[src/rtl/slip_traction_pi_limiter_top_macros.svh]
`ifndef SLIP_TRACTION_PI_LIMITER_TOP_MACROS_SVH
`define SLIP_TRACTION_PI_LIMITER_TOP_MACROS_SVH

// Same-cycle implication, checked only out of reset.
`define STPL_ASSERT_NOW(label, clk, rst_n, ante, cons) \
    label: assert property (@(posedge clk) disable iff (!rst_n) (ante) |-> (cons)) \
        else $error("stpl: same-cycle check failed");

// Next-cycle implication, checked only out of reset.
`define STPL_ASSERT_NEXT(label, clk, rst_n, ante, cons) \
    label: assert property (@(posedge clk) disable iff (!rst_n) (ante) |=> (cons)) \
        else $error("stpl: next-cycle check failed");

`endif

[src/rtl/stpl_pkg.sv]
`timescale 1ns / 1ps
`default_nettype none

package stpl_pkg;

    localparam int SLIP_FRAC_BITS_DEF = 16;
    localparam int RPM_BITS_DEF       = 16;

    localparam int CFG_IDX_W  = 3;
    localparam int CFG_DATA_W = 16;

    localparam int INTEG_W = 40;
    localparam int MUL_A_W = 17;
    localparam int MUL_B_W = 20;
    localparam int PROD_W  = MUL_A_W + MUL_B_W;
    localparam int ACC_W   = 38;

    typedef enum logic [CFG_IDX_W-1:0] {
        CFG_KP_GAIN       = 3'd0,
        CFG_KI_GAIN       = 3'd1,
        CFG_TARGET_SLIP   = 3'd2,
        CFG_MIN_FRONT_RPM = 3'd3,
        CFG_THROTTLE_GATE = 3'd4,
        CFG_EMA_ALPHA     = 3'd5
    } t_cfg_reg;

    localparam logic [15:0] KP_RST        = 16'd5000;
    localparam logic [15:0] KI_RST        = 16'd500;
    localparam logic [14:0] TARGET_RST    = 15'd6554;
    localparam logic [15:0] MIN_FRONT_RST = 16'd30;
    localparam logic [11:0] THR_GATE_RST  = 12'd1550;
    localparam logic [15:0] ALPHA_RST     = 16'd52429;

    localparam logic [13:0]        INTEG_SCALE = 14'd10000;
    localparam logic [8:0]         CORR_MAX    = 9'd500;
    localparam logic [11:0]        THR_LOW     = 12'd1500;
    localparam logic [11:0]        THR_HIGH    = 12'd2000;
    localparam logic [MUL_A_W-1:0] EMA_ONE     = 17'd65536;

    typedef struct packed {
        logic [15:0] front_rpm;
        logic [15:0] rear_rpm;
        logic [11:0] throttle_in;
    } t_in_word;

    typedef struct packed {
        logic [11:0] throttle_out;
        logic [15:0] slip_now;
        logic        limiting;
    } t_out_word;

    // One strobe per datapath step, issued by the sequencer.
    typedef struct packed {
        logic load;
        logic div_step;
        logic sat;
        logic mul_a;
        logic mul_b;
        logic filt;
        logic err;
        logic mul_i;
        logic integ;
        logic mul_lo;
        logic mul_hi;
        logic corr;
        logic out_load;
    } t_dp_cmd;

endpackage

`default_nettype wire

[src/rtl/slip_traction_pi_limiter_top.sv]
// Traction-control throttle limiter. One input word is one control tick:
// front and rear wheel RPM plus the commanded throttle pulse width. One
// output word per tick: limited throttle, filtered slip and a limiting flag.
// Input and output use valid/ready; configuration registers are written
// through a separate valid/ready port (index, data) that is always ready,
// and should only be written while no tick is in flight.
// The slip divider is a restoring divider producing one quotient bit per
// cycle, followed by ten steps from saturation to correction; their
// multiplies share one 17x20 multiplier. A new word is accepted only
// once the sequencer has finished the previous one and returned to idle.
// The next word may be accepted while the previous result still sits in
// the output register; if the receiver stalls, the sequencer holds at its
// last step until the output register frees up.
// Reset restores register defaults, clears the integral and the filter
// state and drops any pending result.
`timescale 1ns / 1ps
`default_nettype none

`include "slip_traction_pi_limiter_top_macros.svh"

module slip_traction_pi_limiter_top #(
    parameter int SLIP_FRAC_BITS = stpl_pkg::SLIP_FRAC_BITS_DEF,
    parameter int RPM_BITS       = stpl_pkg::RPM_BITS_DEF
) (
    input  logic                             i_clk,
    input  logic                             i_rst_n,
    input  logic                             i_in_valid,
    output logic                             o_in_ready,
    input  stpl_pkg::t_in_word               i_in_data,
    output logic                             o_out_valid,
    input  logic                             i_out_ready,
    output stpl_pkg::t_out_word              o_out_data,
    input  logic                             i_cfg_valid,
    output logic                             o_cfg_ready,
    input  logic [stpl_pkg::CFG_IDX_W-1:0]   i_cfg_index,
    input  logic [stpl_pkg::CFG_DATA_W-1:0]  i_cfg_data
);
    import stpl_pkg::*;

    t_dp_cmd cmd;

    assign o_cfg_ready = 1'b1;

    stpl_ctrl #(
        .SLIP_FRAC_BITS (SLIP_FRAC_BITS),
        .RPM_BITS       (RPM_BITS)
    ) u_ctrl (
        .i_clk       (i_clk),
        .i_rst_n     (i_rst_n),
        .i_in_valid  (i_in_valid),
        .o_in_ready  (o_in_ready),
        .o_out_valid (o_out_valid),
        .i_out_ready (i_out_ready),
        .o_cmd       (cmd)
    );

    stpl_dp #(
        .SLIP_FRAC_BITS (SLIP_FRAC_BITS),
        .RPM_BITS       (RPM_BITS)
    ) u_dp (
        .i_clk       (i_clk),
        .i_rst_n     (i_rst_n),
        .i_cmd       (cmd),
        .i_in_data   (i_in_data),
        .i_cfg_we    (i_cfg_valid && o_cfg_ready),
        .i_cfg_index (i_cfg_index),
        .i_cfg_data  (i_cfg_data),
        .o_out_data  (o_out_data)
    );

    `STPL_ASSERT_NEXT(a_busy_after_accept, i_clk, i_rst_n, i_in_valid && o_in_ready, !o_in_ready)
    `STPL_ASSERT_NOW(a_limit_range, i_clk, i_rst_n, o_out_valid && o_out_data.limiting, (o_out_data.throttle_out >= THR_LOW) && (o_out_data.throttle_out <= THR_HIGH))
    `STPL_ASSERT_NOW(a_limit_has_slip, i_clk, i_rst_n, o_out_valid && o_out_data.limiting, o_out_data.slip_now != 16'd0)

endmodule

`default_nettype wire

[src/rtl/stpl_dp.sv]
`timescale 1ns / 1ps
`default_nettype none

module stpl_dp #(
    parameter int SLIP_FRAC_BITS = stpl_pkg::SLIP_FRAC_BITS_DEF,
    parameter int RPM_BITS       = stpl_pkg::RPM_BITS_DEF
) (
    input  logic                             i_clk,
    input  logic                             i_rst_n,
    input  stpl_pkg::t_dp_cmd                i_cmd,
    input  stpl_pkg::t_in_word               i_in_data,
    input  logic                             i_cfg_we,
    input  logic [stpl_pkg::CFG_IDX_W-1:0]   i_cfg_index,
    input  logic [stpl_pkg::CFG_DATA_W-1:0]  i_cfg_data,
    output stpl_pkg::t_out_word              o_out_data
);
    import stpl_pkg::*;

    localparam int DivW      = RPM_BITS + SLIP_FRAC_BITS;
    localparam int CmpW      = (RPM_BITS > 16) ? RPM_BITS : 16;
    localparam int SlipOneM1 = (1 << SLIP_FRAC_BITS) - 1;
    localparam int SlipMaxI  = (SlipOneM1 > 65535) ? 65535 : SlipOneM1;
    localparam logic [15:0] SlipMax = 16'(SlipMaxI);
    localparam int CorrW     = PROD_W + MUL_B_W + 1;

    // configuration and carried state
    logic [15:0]        r_kp;
    logic [15:0]        r_ki;
    logic [14:0]        r_target;
    logic [15:0]        r_min_front;
    logic [11:0]        r_thr_gate;
    logic [15:0]        r_alpha;
    logic [INTEG_W-1:0] r_integ;
    logic [15:0]        r_filt;

    // per-word working registers
    logic [RPM_BITS-1:0] r_front;
    logic [RPM_BITS-1:0] r_rem;
    logic [DivW-1:0]     r_num;
    logic [11:0]         r_thr;
    logic                r_gate;
    logic [15:0]         r_raw;
    logic [PROD_W-1:0]   r_prod;
    logic [ACC_W-1:0]    r_acc;
    logic [15:0]         r_slip;
    logic                r_limit;
    logic [15:0]         r_err;
    logic [8:0]          r_corr;
    t_out_word           r_out;

    logic [RPM_BITS-1:0] front_m;
    logic [RPM_BITS-1:0] rear_m;
    logic [RPM_BITS-1:0] diff;
    logic                gate;
    logic [RPM_BITS:0]   rem_sh;
    logic                q_bit;
    logic [RPM_BITS:0]   rem_nx;
    logic [MUL_A_W-1:0]  mul_a;
    logic [MUL_B_W-1:0]  mul_b;
    logic [PROD_W-1:0]   prod;
    logic                prod_en;
    logic [33:0]         filt_sum;
    logic [17:0]         filt_q;
    logic [15:0]         filt_c;
    logic [INTEG_W:0]    integ_sum;
    logic [CorrW-1:0]    corr_total;
    logic [CorrW-1:0]    corr_shr;
    logic signed [13:0]  thr_diff;
    logic [11:0]         thr_lim;

    // input capture and gate
    assign front_m = RPM_BITS'(i_in_data.front_rpm);
    assign rear_m  = RPM_BITS'(i_in_data.rear_rpm);
    assign diff    = (rear_m > front_m) ? (rear_m - front_m) : '0;
    assign gate    = (CmpW'(front_m) > CmpW'(r_min_front))
                  && (i_in_data.throttle_in > r_thr_gate);

    // restoring divider: one quotient bit per step, quotient shifts into r_num
    assign rem_sh = {r_rem, r_num[DivW-1]};
    assign q_bit  = rem_sh >= {1'b0, r_front};
    assign rem_nx = q_bit ? (rem_sh - {1'b0, r_front}) : rem_sh;

    // shared multiplier
    always_comb begin
        mul_a = '0;
        mul_b = '0;
        if (i_cmd.mul_a) begin
            mul_a = MUL_A_W'(r_alpha);
            mul_b = MUL_B_W'(r_raw);
        end else if (i_cmd.mul_b) begin
            mul_a = EMA_ONE - MUL_A_W'(r_alpha);
            mul_b = MUL_B_W'(r_filt);
        end else if (i_cmd.mul_i) begin
            mul_a = MUL_A_W'(INTEG_SCALE);
            mul_b = MUL_B_W'(r_err);
        end else if (i_cmd.integ) begin
            mul_a = MUL_A_W'(r_kp);
            mul_b = MUL_B_W'(r_err);
        end else if (i_cmd.mul_lo) begin
            mul_a = MUL_A_W'(r_ki);
            mul_b = r_integ[MUL_B_W-1:0];
        end else if (i_cmd.mul_hi) begin
            mul_a = MUL_A_W'(r_ki);
            mul_b = r_integ[INTEG_W-1:MUL_B_W];
        end
    end

    assign prod    = PROD_W'(mul_a) * PROD_W'(mul_b);
    assign prod_en = i_cmd.mul_a | i_cmd.mul_b | i_cmd.mul_i
                   | i_cmd.integ | i_cmd.mul_lo | i_cmd.mul_hi;

    // EMA: weighted sum, round half up, clamp
    assign filt_sum = 34'(r_acc[32:0]) + 34'(r_prod[32:0]) + 34'd32768;
    assign filt_q   = filt_sum[33:16];
    assign filt_c   = (filt_q > 18'(SlipMax)) ? SlipMax : filt_q[15:0];

    // integral with saturation at all ones
    assign integ_sum = {1'b0, r_integ} + (INTEG_W + 1)'(r_prod);

    // kp*err + ki*integral, high partial product weighted by 2^20
    assign corr_total = CorrW'(r_acc) + (CorrW'(r_prod) << MUL_B_W);
    assign corr_shr   = corr_total >> SLIP_FRAC_BITS;

    assign thr_diff = $signed({2'b00, r_thr}) - $signed({5'b00000, r_corr});
    always_comb begin
        if (thr_diff < $signed({2'b00, THR_LOW})) begin
            thr_lim = THR_LOW;
        end else if (thr_diff > $signed({2'b00, THR_HIGH})) begin
            thr_lim = THR_HIGH;
        end else begin
            thr_lim = thr_diff[11:0];
        end
    end

    always_ff @(posedge i_clk) begin
        if (!i_rst_n) begin
            r_kp        <= KP_RST;
            r_ki        <= KI_RST;
            r_target    <= TARGET_RST;
            r_min_front <= MIN_FRONT_RST;
            r_thr_gate  <= THR_GATE_RST;
            r_alpha     <= ALPHA_RST;
            r_integ     <= '0;
            r_filt      <= '0;
        end else begin
            if (i_cfg_we) begin
                unique case (t_cfg_reg'(i_cfg_index))
                    CFG_KP_GAIN:       r_kp        <= i_cfg_data;
                    CFG_KI_GAIN:       r_ki        <= i_cfg_data;
                    CFG_TARGET_SLIP:   r_target    <= i_cfg_data[14:0];
                    CFG_MIN_FRONT_RPM: r_min_front <= i_cfg_data;
                    CFG_THROTTLE_GATE: r_thr_gate  <= i_cfg_data[11:0];
                    CFG_EMA_ALPHA:     r_alpha     <= i_cfg_data;
                    default: ;
                endcase
            end
            if (i_cmd.filt && r_gate) begin
                r_filt <= filt_c;
            end
            if (i_cmd.integ) begin
                if (!r_limit) begin
                    r_integ <= '0;
                end else if (integ_sum[INTEG_W]) begin
                    r_integ <= '1;
                end else begin
                    r_integ <= integ_sum[INTEG_W-1:0];
                end
            end
        end
    end

    always_ff @(posedge i_clk) begin
        if (i_cmd.load) begin
            r_front <= front_m;
            r_rem   <= '0;
            r_num   <= DivW'(diff) << SLIP_FRAC_BITS;
            r_thr   <= i_in_data.throttle_in;
            r_gate  <= gate;
        end
        if (i_cmd.div_step) begin
            r_rem <= rem_nx[RPM_BITS-1:0];
            r_num <= {r_num[DivW-2:0], q_bit};
        end
        if (i_cmd.sat) begin
            r_raw <= (r_num > DivW'(SlipMax)) ? SlipMax : r_num[15:0];
        end
        if (prod_en) begin
            r_prod <= prod;
        end
        if (i_cmd.mul_b || i_cmd.mul_lo) begin
            r_acc <= ACC_W'(r_prod);
        end else if (i_cmd.mul_hi) begin
            r_acc <= r_acc + ACC_W'(r_prod);
        end
        if (i_cmd.filt) begin
            r_slip <= r_gate ? filt_c : '0;
        end
        if (i_cmd.err) begin
            r_limit <= r_slip > 16'(r_target);
            r_err   <= r_slip - 16'(r_target);
        end
        if (i_cmd.corr) begin
            r_corr <= (corr_shr > CorrW'(CORR_MAX)) ? CORR_MAX : corr_shr[8:0];
        end
        if (i_cmd.out_load) begin
            r_out.throttle_out <= r_limit ? thr_lim : r_thr;
            r_out.slip_now     <= r_slip;
            r_out.limiting     <= r_limit;
        end
    end

    assign o_out_data = r_out;

endmodule

`default_nettype wire

[src/rtl/stpl_ctrl.sv]
`timescale 1ns / 1ps
`default_nettype none

module stpl_ctrl #(
    parameter int SLIP_FRAC_BITS = stpl_pkg::SLIP_FRAC_BITS_DEF,
    parameter int RPM_BITS       = stpl_pkg::RPM_BITS_DEF
) (
    input  logic              i_clk,
    input  logic              i_rst_n,
    input  logic              i_in_valid,
    output logic              o_in_ready,
    output logic              o_out_valid,
    input  logic              i_out_ready,
    output stpl_pkg::t_dp_cmd o_cmd
);
    import stpl_pkg::*;

    localparam int DivW = RPM_BITS + SLIP_FRAC_BITS;
    localparam int CntW = $clog2(DivW);

    typedef enum logic [12:0] {
        S_IDLE   = 13'b0000000000001,
        S_DIV    = 13'b0000000000010,
        S_SAT    = 13'b0000000000100,
        S_MUL_A  = 13'b0000000001000,
        S_MUL_B  = 13'b0000000010000,
        S_FILT   = 13'b0000000100000,
        S_ERR    = 13'b0000001000000,
        S_MUL_I  = 13'b0000010000000,
        S_INTEG  = 13'b0000100000000,
        S_MUL_LO = 13'b0001000000000,
        S_MUL_HI = 13'b0010000000000,
        S_CORR   = 13'b0100000000000,
        S_OUT    = 13'b1000000000000
    } t_state;

    t_state          r_state;
    t_state          n_state;
    logic [CntW-1:0] r_cnt;
    logic [CntW-1:0] n_cnt;
    logic            r_out_valid;
    logic            n_out_valid;
    logic            in_acc;
    logic            slot_free;

    assign in_acc    = i_in_valid && (r_state == S_IDLE);
    assign slot_free = !r_out_valid || i_out_ready;

    always_comb begin
        n_state = r_state;
        n_cnt   = r_cnt;
        unique case (r_state)
            S_IDLE: begin
                if (i_in_valid) begin
                    n_state = S_DIV;
                    n_cnt   = CntW'(DivW - 1);
                end
            end
            S_DIV: begin
                if (r_cnt == '0) begin
                    n_state = S_SAT;
                end else begin
                    n_cnt = r_cnt - 1'b1;
                end
            end
            S_SAT:    n_state = S_MUL_A;
            S_MUL_A:  n_state = S_MUL_B;
            S_MUL_B:  n_state = S_FILT;
            S_FILT:   n_state = S_ERR;
            S_ERR:    n_state = S_MUL_I;
            S_MUL_I:  n_state = S_INTEG;
            S_INTEG:  n_state = S_MUL_LO;
            S_MUL_LO: n_state = S_MUL_HI;
            S_MUL_HI: n_state = S_CORR;
            S_CORR:   n_state = S_OUT;
            S_OUT: begin
                // hold until the output register is free
                if (slot_free) begin
                    n_state = S_IDLE;
                end
            end
            default:  n_state = S_IDLE;
        endcase
    end

    always_comb begin
        o_cmd          = '0;
        o_cmd.load     = in_acc;
        o_cmd.div_step = (r_state == S_DIV);
        o_cmd.sat      = (r_state == S_SAT);
        o_cmd.mul_a    = (r_state == S_MUL_A);
        o_cmd.mul_b    = (r_state == S_MUL_B);
        o_cmd.filt     = (r_state == S_FILT);
        o_cmd.err      = (r_state == S_ERR);
        o_cmd.mul_i    = (r_state == S_MUL_I);
        o_cmd.integ    = (r_state == S_INTEG);
        o_cmd.mul_lo   = (r_state == S_MUL_LO);
        o_cmd.mul_hi   = (r_state == S_MUL_HI);
        o_cmd.corr     = (r_state == S_CORR);
        o_cmd.out_load = (r_state == S_OUT) && slot_free;
    end

    always_comb begin
        if (o_cmd.out_load) begin
            n_out_valid = 1'b1;
        end else if (i_out_ready) begin
            n_out_valid = 1'b0;
        end else begin
            n_out_valid = r_out_valid;
        end
    end

    always_ff @(posedge i_clk) begin
        if (!i_rst_n) begin
            r_state     <= S_IDLE;
            r_cnt       <= '0;
            r_out_valid <= 1'b0;
        end else begin
            r_state     <= n_state;
            r_cnt       <= n_cnt;
            r_out_valid <= n_out_valid;
        end
    end

    assign o_in_ready  = (r_state == S_IDLE);
    assign o_out_valid = r_out_valid;

endmodule

`default_nettype wire
[config.mk]
export PLATFORM = sky130hd
export DESIGN_NAME = slip_traction_pi_limiter_top
export DESIGN_NICKNAME = d
export VERILOG_FILES = /design/src/rtl/stpl_pkg.sv /design/src/rtl/slip_traction_pi_limiter_top.sv /design/src/rtl/stpl_dp.sv /design/src/rtl/stpl_ctrl.sv
export VERILOG_INCLUDE_DIRS = /design/src /design/src/rtl
export SDC_FILE = /design/constraint.sdc
export NUM_CORES = 2
export LEC_CHECK = 0
export ABC_AREA = 0
export BUFFER_PORTS_ARGS = -buffer_cell sky130_fd_sc_hd__buf_4
export CORE_MARGIN = 5
export CORE_UTILIZATION = 45
export DETAILED_ROUTE_END_ITERATION = 10
export GPL_TIMING_DRIVEN = 1
export PLACE_DENSITY = 0.58
export SKIP_LAST_GASP = 1
export SYNTH_ARGS = -nofsm -noshare
export SYNTH_HDL_FRONTEND = slang
export SYNTH_SLANG_ARGS = --single-unit
[constraint.sdc]
create_clock -name i_clk -period 11.3 [get_ports i_clk]
set_input_delay 3.39 -clock i_clk [delete_from_list [all_inputs] [get_ports i_clk]]
set_output_delay 3.39 -clock i_clk [all_outputs]
set_load 0.005 [all_outputs]
==> flow_summary.ini <==
[status]
status = finished clean

[finish]
fin_area_sq_um = 40340
mostFrequentLayoutCell = nand2_1
nFillCells = 7701
instances_no_fill = 5286
final_nets = 4883
drive_above_1_share_pct = 7.336
area_growth_syn_to_layout_pct = 9.782
diodes = 0
seq_area_sq_um = 10490
final_cell_mix = 634 x nand2_1, 489 x inv_1, 326 x nor2_1, 323 x ha_1, 306 x fa_1
multi_input_area_sq_um = 23950

[route]
ant_nets = 0
drc_errors = 0
drt-wirelength-per-cell_microns = 20.67
vias_per_cell = 5.610
dr.pass1.iters = 6
drt-initial-drc-count = 2233
drt_wl_total_microns = 109300
vias = 29660

[synth]
synth_mux_area_share_pct = 0.5890
synthAdderAreaFrac_pct = 27.67
synthSimpleGateAreaFrac_pct = 17.53
synth-edff-count = 238
ys_ff_latch = 405
async_reset_ff_share_pct = 0
synth_ff_type = edfxtp_1
synth_warnings = 0
synth_compound_area_share_pct = 15.06
seq_area_frac_synth_pct = 28.55
syn_inst = 4127
syn_avg_cell_area_sq_um = 8.904
synth_xor_area_share_pct = 4.004
synth_top_family_by_area = adder cells
synthDistinctLibCells = 91
syn_area_sq_um = 36750

[critical_path]
rrSetupSlack_ps = 1180
path_delay_family = adder cells
cpMostUsedCell = fa_1
cp.arrival_ps = 10440
cp-end-kind = register
required_ps = 11620
critPathLaunchType = register
path_buf_inv = 3
worstSetupPathType = register to register
reg2reg_depth = 28
crit_start = u_ctrl.r_state[0]$_SDFFE_PN1P_
max_stage_delay_ps = 740
r2r_start = u_ctrl.r_state[0]$_SDFFE_PN1P_
path_max_fanout = 17
reg2reg_to = u_dp.r_prod[36]$_DFFE_PP_
cp_slowest_cell = or4b_2

[global_routing]
grt_pass1_vias = 29110
grt_overflow_total = 0
grt_max_degree = 73
antenna_found_initial = 0
grt_pass1_wl_microns = 170000
grt.total_usage_pct = 24.86

[sta]
final.setup.tns_ps = 0
finalMaxSlewViolations = 0
setup_slack_ps = 1179
min_period_over_period_pct = 89.56
rsz0062_at_grt = no
setup_viol = 0
finalCriticalPeriod_ps = 10120
worstMarginPinSlew_ps = 1159
max_freq_mhz = 98.81
timing_hold_violations_final = 0
slew_headroom_pct = 22.75
clock_skew_ps = 48.22

[floorplan]
core_region_area_sq_um = 80810
fp-row-count = 104
dieArea_sq_um = 87480
chipHeight_microns = 295.8
initial_core_util_pct = 45.48
fp.dieW_microns = 295.8
pin_count = 100

[hold_path]
hold_path_end = u_dp.r_target[2]$_SDFFE_PN0P_
worstHoldStart = u_dp.r_target[2]$_SDFFE_PN0P_
hp-class = register to register
min_path_cells = 2

[cts]
htreeDepth = 2
clk_latency_ps = 610
cts.clk_slew.worst_paths_ps = 60
cts_buffer_depth = 3
postCtsSetupBuffers = 0
tritoncts = yes
cts_root_buffer = clkbuf_16
post_cts_resized = 0
hold_buffers = 0
cts_num_sinks = 405
cts_buffers = 48

[place]
place.gp.congestion = 0.9463
dpl.hpwl_microns = 85300
pre_cts_ws_ps = 1291
portBuffers = 98
placed_cell_area_sq_um = 38730
placed_cells = 5196

[pwr]
pwr_density_cell_nw_per_um2 = 90.14
leakage_nw = 18.02
ir_drop_mv = 0.1021
power.total_mw = 3.636

[job]
cap_viol_max_count = 0
[per-stage QoR]
stage	hold WS, ps	utilization, %
final	456.7	49.92
after global routing	472.3	49.92
after CTS	455.5	49.92
after detailed placement	447.5	47.93
after global placement	442.8	47.93
after floorplan	426.4	-
[kinds of logic (layout without fill, tap and decap cells)]
logic type,Yosys count,count (layout)
AO/OA/AOI/OAI,851,851
flip-flops,405,405
multiplexers,21,21
buffers and inverters,635,731
AND/OR/NAND/NOR,1416,1416
other,2,5
adder cells (fa/ha/maj),629,629
XOR/XNOR,168,168
[worst min-delay path: cells and delay by family (launching register included)]
kind | cells | cell delay [ps]
flops | 1 | 310
simple gates | 1 | 50
compound gates | 1 | 50
[flip-flops by register name, indices dropped and copies added, names as in the netlist, 29 cells and up]
name,count
u_dp.r_integ,40
u_dp.r_acc,38
u_dp.r_prod,37
u_dp.r_num,32
u_dp.o_out_data,29
[worst max path at each step]
stage                                endpoint  slack [ps]  depth (start not counted)
finish              u_dp.r_prod[36]$_DFFE_PP_        1180                         28
global placement    u_dp.r_prod[36]$_DFFE_PP_        1380                         29
detailed placement  u_dp.r_prod[36]$_DFFE_PP_        1290                         29
global route        u_dp.r_prod[36]$_DFFE_PP_         710                         30
CTS                 u_dp.r_prod[36]$_DFFE_PP_        1260                         29
floorplan           u_dp.r_prod[36]$_DFFE_PP_        2180                         32
[layout make-up]
type                       instances  share of cell area [%]
multi-input combinational       3090                   59.36
sequential                       405                   26.00
inverter                         490                   4.559
clock buffer                      66                   3.371
tap                             1060                   3.288
timing repair buffer             151                   2.810
clock inverter                    24                  0.6141
[where the power goes]
group	total, mW	switching [mW]	internal, mW
Sequential	1.66	0.0382	1.62
Combinational	0.404	0.239	0.164
Clock	1.57	0.654	0.916
Total	3.64	0.932	2.70
[per-layer routing]
| layer | part of all wire (%) | vias up | track usage (%) |
|---|---|---|---|
| li1 | - | 14160 | - |
| met1 | 45 | 14520 | 35.17 |
| met2 | 46 | 824 | 40.99 |
| met3 | 5.3 | 156 | 2.584 |
| met4 | 3.2 | 0 | 6.953 |
| met5 | 0 | - | 0 |
[synth_stat cells (40+ instances only)]
master / n / share of area [%]
fa_1: 306 / 17
edfxtp_1: 238 / 19
xor2_1: 72 / 1.7
ha_1: 323 / 11
xnor2_1: 96 / 2.3
nor2b_1: 60 / 1.0
and2_1: 46 / 0.78
a21oi_1: 252 / 3.4
dfxtp_1: 167 / 9.1
nand2_1: 636 / 6.5
nand2b_1: 42 / 0.72
nand4_1: 40 / 0.68
clkbuf_1: 117 / 1.2
nand3_1: 72 / 0.98
o21ai_0: 172 / 2.3
nor2_1: 327 / 3.3
a21o_1: 83 / 1.7
nor3_1: 49 / 0.67
inv_1: 490 / 5.0
(Power assumes the default switching activity.)
